==> config.mk <==
export PLATFORM = sky130hd
export DESIGN_NAME = htru_ctrl
export DESIGN_NICKNAME = d
export VERILOG_FILES = /design/src/hdl/htru_pkg.sv /design/src/hdl/htru_ctrl.sv
export SDC_FILE = /design/constraint.sdc
export NUM_CORES = 1
export LEC_CHECK = 0
export ABC_AREA = 1
export BUFFER_PORTS_ARGS = -buffer_cell sky130_fd_sc_hd__buf_2
export CAP_MARGIN = 0
export CORE_MARGIN = 3
export CORE_UTILIZATION = 40
export CTS_BUF_LIST = sky130_fd_sc_hd__clkbuf_2 sky130_fd_sc_hd__clkbuf_4 sky130_fd_sc_hd__clkbuf_8
export DETAILED_ROUTE_END_ITERATION = 6
export SKIP_CTS_REPAIR_TIMING = 1
export SYNTH_ARGS = -nofsm -noshare
export SYNTH_HDL_FRONTEND = slang
export SYNTH_SLANG_ARGS = --single-unit
==> constraint.sdc <==
create_clock -name clk -period 2.4 [get_ports clk]
set_clock_uncertainty 0.05 [all_clocks]
set_input_delay 0.36 -clock clk [delete_from_list [all_inputs] [get_ports clk]]
set_output_delay 0.36 -clock clk [all_outputs]
set_load 0.1 [all_outputs]
==> src/hdl/htru_pkg.sv <==
// shared types and constants for the huffman tree rle unpacker
package htru_pkg;

  localparam int WORD_BITS = 32;
  localparam int CNT_W     = $clog2(WORD_BITS + 1);
  localparam int WALK_W    = 10;

  localparam logic [1:0] OP_WRITE   = 2'd0;
  localparam logic [1:0] OP_DECODE  = 2'd1;
  localparam logic [1:0] OP_RESTART = 2'd2;

  localparam logic [15:0] LEAF_FLAG    = 16'h8000;
  localparam logic [15:0] INTERNAL_MAX = 16'h0201;
  localparam logic [7:0]  NO_HIGH_BYTE = 8'hFF;
  localparam logic [7:0]  IDLE_MARK    = 8'hFF;
  localparam logic [7:0]  LIT_CONTROL  = 8'h80;
  localparam logic [7:0]  LIT_MASK     = 8'h7F;

  typedef struct packed {
    logic write;
    logic restart;
    logic load;
    logic step;
    logic feed_hi;
    logic feed_lo;
    logic flush;
  } htru_cmd_t;

  typedef struct packed {
    logic leaf;
    logic hi_skip;
    logic feed_stall;
    logic flush_stall;
  } htru_status_t;

endpackage

==> src/hdl/htru_ctrl.sv <==
// sequencer for table writes, tree walk, byte feed and final flush
module htru_ctrl
  import htru_pkg::*;
(
  input  logic         clk,
  input  logic         rst,
  input  logic         s_tvalid,
  output logic         s_tready,
  input  logic [1:0]   opcode,
  input  htru_status_t status,
  output htru_cmd_t    cmd
);

  typedef enum logic [2:0] {
    IDLE,
    START,
    WALK,
    BYTE_HI,
    BYTE_LO,
    FINISH
  } state_t;

  state_t           state;
  logic [CNT_W-1:0] cnt;
  logic             accept;

  assign s_tready = (state == IDLE);
  assign accept   = s_tvalid && s_tready;

  always_comb begin
    cmd         = '0;
    cmd.write   = accept && (opcode == OP_WRITE);
    cmd.restart = accept && (opcode == OP_RESTART);
    cmd.load    = accept && (opcode == OP_DECODE);
    cmd.step    = (state == WALK);
    cmd.feed_hi = (state == BYTE_HI);
    cmd.feed_lo = (state == BYTE_LO);
    cmd.flush   = (state == FINISH);
  end

  always_ff @(posedge clk) begin
    if (rst) begin
      state <= IDLE;
      cnt   <= '0;
    end else begin
      case (state)
        IDLE: begin
          cnt <= '0;
          if (accept && opcode == OP_DECODE) begin
            state <= START;
          end
        end
        // setup state so the node read reflects any table write just before
        START: state <= WALK;
        WALK: begin
          cnt <= cnt + 1'b1;
          if (status.leaf) begin
            state <= status.hi_skip ? BYTE_LO : BYTE_HI;
          end else if (cnt == CNT_W'(WORD_BITS - 1)) begin
            state <= FINISH;
          end
        end
        BYTE_HI: begin
          if (!status.feed_stall) begin
            state <= BYTE_LO;
          end
        end
        BYTE_LO: begin
          if (!status.feed_stall) begin
            state <= (cnt == CNT_W'(WORD_BITS)) ? FINISH : WALK;
          end
        end
        FINISH: begin
          if (!status.flush_stall) begin
            state <= IDLE;
          end
        end
        default: state <= IDLE;
      endcase
    end
  end

  a_cmd_exclusive: assert property (@(posedge clk) disable iff (rst)
    $onehot0({cmd.write, cmd.restart, cmd.load, cmd.step, cmd.feed_hi, cmd.feed_lo,
              cmd.flush}))
    else $error("more than one datapath command at once");

  a_count_bound: assert property (@(posedge clk) disable iff (rst)
    cnt <= CNT_W'(WORD_BITS))
    else $error("bit counter past word length");

  a_walk_ends: assert property (@(posedge clk) disable iff (rst)
    (state == WALK && cnt == CNT_W'(WORD_BITS - 1) && !status.leaf) |=> (state == FINISH))
    else $error("walk ran past the last bit");

endmodule

==> metrics.md <==
| Metric | Value |
|---|---|
| Status | `completed` |
| Post-synth top area share | `25.3%` |
| Area contributors post-synth | `dfxtp_1, nand2_1, nor2_1` |
| Cell Area, Synth | `713 um2` |
| Clock sink count | `9` |
| Critical path endpoint | `cmd[6]` |
| Logic gate share of total power | `62.0%` |
| Period minus WS final | `2.05 ns` |
| CP max stage delay | `0.45 ns` |
| Critical path class | `reg -> out` |
| Final period util | `85.2%` |
| LEAKAGE | `0.409 nW` |
| Die Y-Extent | `48.2 um` |
| Total track usage | `15.6%` |
| Post-DP HPWL | `1370 um` |
| Pin count of the biggest net entering global routing | `9` |
| Post-synthesis sequential area ratio | `25.3%` |
| Worst-skew pair later-pin latency | `0.26 ns` |
| Antenna cells | `0` |
| # rows | `14` |
| Post-synth top area cell | `dfxtp_1` |
| Vias in the first global route | `624` |
| CP max FO | `7` |
| Total power | `930 uW` |
| Critical Path Start | `state[0]` |
| Worst Path Buf+Inv | `2` |
| P_sw | `539 uW` |
| Int Pwr | `391 uW` |
| Register bit total from synthesis | `9` |
| Final hold violations | `0` |
| Fin nets | `147` |
| Core area | `0.00159 mm2` |
| Synth Instances | `116` |
| Synthesis Warnings | `0` |
| P&R area growth vs syn | `20.2%` |
| Slew @ Worst Pin | `0.493 ns` |
| Critical Path Slowest Stage Cell | `buf_2` |
| Reg2reg end | `state[1]` |
| Slew margin rel. | `67.4%` |
| Critical Path AT | `1.64 ns` |
| Total number of vias | `753` |
| Slew Limit Fails | `0` |
| Crit path depth | `6` |
| TritonRoute pass-1 iters | `4` |
| Worst reg2reg startpoint | `state[0]` |
| Sw Ratio | `58.0%` |
| Share of cells above drive strength 1 | `25.2%` |
| Unrepaired setup endpoints after global routing | `false` |
| I/O Buffers | `16` |
| Root Buffer | `clkbuf_4` |
| GR Overflow Total | `0` |
| PD cells | `1080 mW/mm2` |
| CP required | `1.99 ns` |
| Worst path top cell family by delay | `buffers and inverters` |
| Num CTS Buffers | `3` |
| First-pass GRT wire length | `2530 um` |
| Core Util, Final | `53.8%` |
| Detail Route Antenna Nets | `0` |
| Final setup margin | `0.355 ns` |
| Drc violations | `0` |
| Clock group share of total power | `14.1%` |
| Clock transition at the registers of the reported paths | `0.07 ns` |
| CTS Buffer Depth | `2` |
| Placer congestion estimate | `0.859` |
| Worst path cell trace | `clkinv_8 -> nand2_2 -> nor2_4 -> nand2_4 -> nor3_2 -> buf_2` |
| Via-to-Cell Ratio | `4.74` |
| Worst r2r path cells | `7` |
| Routed wire per std cell | `10.7 um` |
| Max cap viols | `0` |
| Startpoint Class | `flip-flop` |
| Finish-stage setup viols | `0` |
| Mapped Avg Cell Area | `6.15 um2` |
| Die width | `48.2 um` |
| Synth unique cells | `19` |
| H-Tree Depth | `1` |
| I/O Pins | `17` |
| Achievable clock frequency | `489 MHz` |
| Post-synth net total | `127` |
| Sequential share of power | `23.9%` |
| Routed WL | `1700 um` |
| Initial antenna violation count | `0` |
| CP endpoint kind | `output pin` |
| Worst VDD drop | `0.469 mV` |
| CTS tree | `yes` |
| Final TNS setup | `0 ns` |
| Hold path depth | `2` |
| Initial drt markers | `24` |
| Flop-to-flop setup slack | `0.90 ns` |
| Min-Delay Path Class | `in -> reg` |
| DP Worst Slack | `0.629 ns` |
| Initial core utilization | `44.7%` |
| Die area | `0.00233 mm2` |
-- logic make-up after synthesis --
logic type / count (synthesis) / share of synthesized area, %
adder cells (fa/ha/maj): 2 / 3.51
AO/OA/AOI/OAI: 14 / 10.7
AND/OR/NAND/NOR: 73 / 48.2
buffers and inverters: 18 / 12.3
flip-flops: 9 / 25.3
-- cells in the mapped netlist --
library cell	number
nor2_4	4
a211oi_1	1
nand2_2	1
inv_1	15
o21ai_0	4
nand2_4	1
buf_6	1
nand4_1	2
nor3_1	5
a21oi_1	8
nor2_2	2
nand2_1	30
dfxtp_1	9
inv_2	1
nand3_1	11
o21ai_2	1
ha_1	2
clkinv_8	1
nor2_1	17
-- sequential cells by signal, indices dropped and copies added, names as in the netlist --
| signal | cells |
|---|---|
| cnt | 6 |
| state | 3 |
-- final cells by class --
class                   count  area [um2]
inverters                  17        76.3
fillers                   189         737
clock buffers               4        30.0
flip-flops and latches      9         180
multi-input cells          89         460
repair buffers             16        80.1
well taps                  24        30.0
-- layout by cell type (no fill, tap or decap), drive strengths merged --
cell type  netlist  routed
nor3             5       5
a211oi           1       1
clkbuf           0       4
inv             16      16
ha               2       2
nand3           11      11
nand4            2       2
nand2           32      32
clkinv           1       1
nor2            23      23
dfxtp            9       9
o21ai            5       5
buf              1      16
a21oi            8       8
-- power by group through the flow --
| stage | clock network, mW | logic, mW | registers [mW] |
|---|---|---|---|
| after CTS | 0.135 | 0.583 | 0.221 |
| final | 0.131 | 0.577 | 0.222 |
| after global routing | 0.141 | 0.617 | 0.226 |
| after global placement | 0 | 0.582 | 0.222 |
| after floorplan | 0 | 0.524 | 0.198 |
| after detailed placement | 0 | 0.582 | 0.224 |
-- how the worst min path moves through the flow --
stage,slack (ns),end,startpoint
2_1_floorplan,0.38,cnt[1],rst
3_3_place_gp,0.43,cnt[0],cnt[0]
3_5_place_dp,0.44,cnt[3],cnt[3]
4_1_cts,0.29,cnt[3],rst
5_1_grt,0.31,cnt[3],rst
6_report,0.29,cnt[3],rst
-- per-stage QoR --
stage | cells | cell area, um2 | hold slack [ns]
3_3_place_gp | 155 | 827 | 0.430
3_5_place_dp | 155 | 827 | 0.443
2_1_floorplan | 116 | 728 | 0.379
6_report | 159 | 857 | 0.288
4_1_cts | 159 | 857 | 0.290
5_1_grt | 159 | 857 | 0.307
-- layer usage --
metal	track usage (%)	wire [um]	vias to the layer above
li1	-	-	408
met1	20.1	825	331
met2	25.8	822	12
met3	2.21	45	2
met4	6.45	5	0
met5	0	0	-
(Power assumes the default switching activity.)
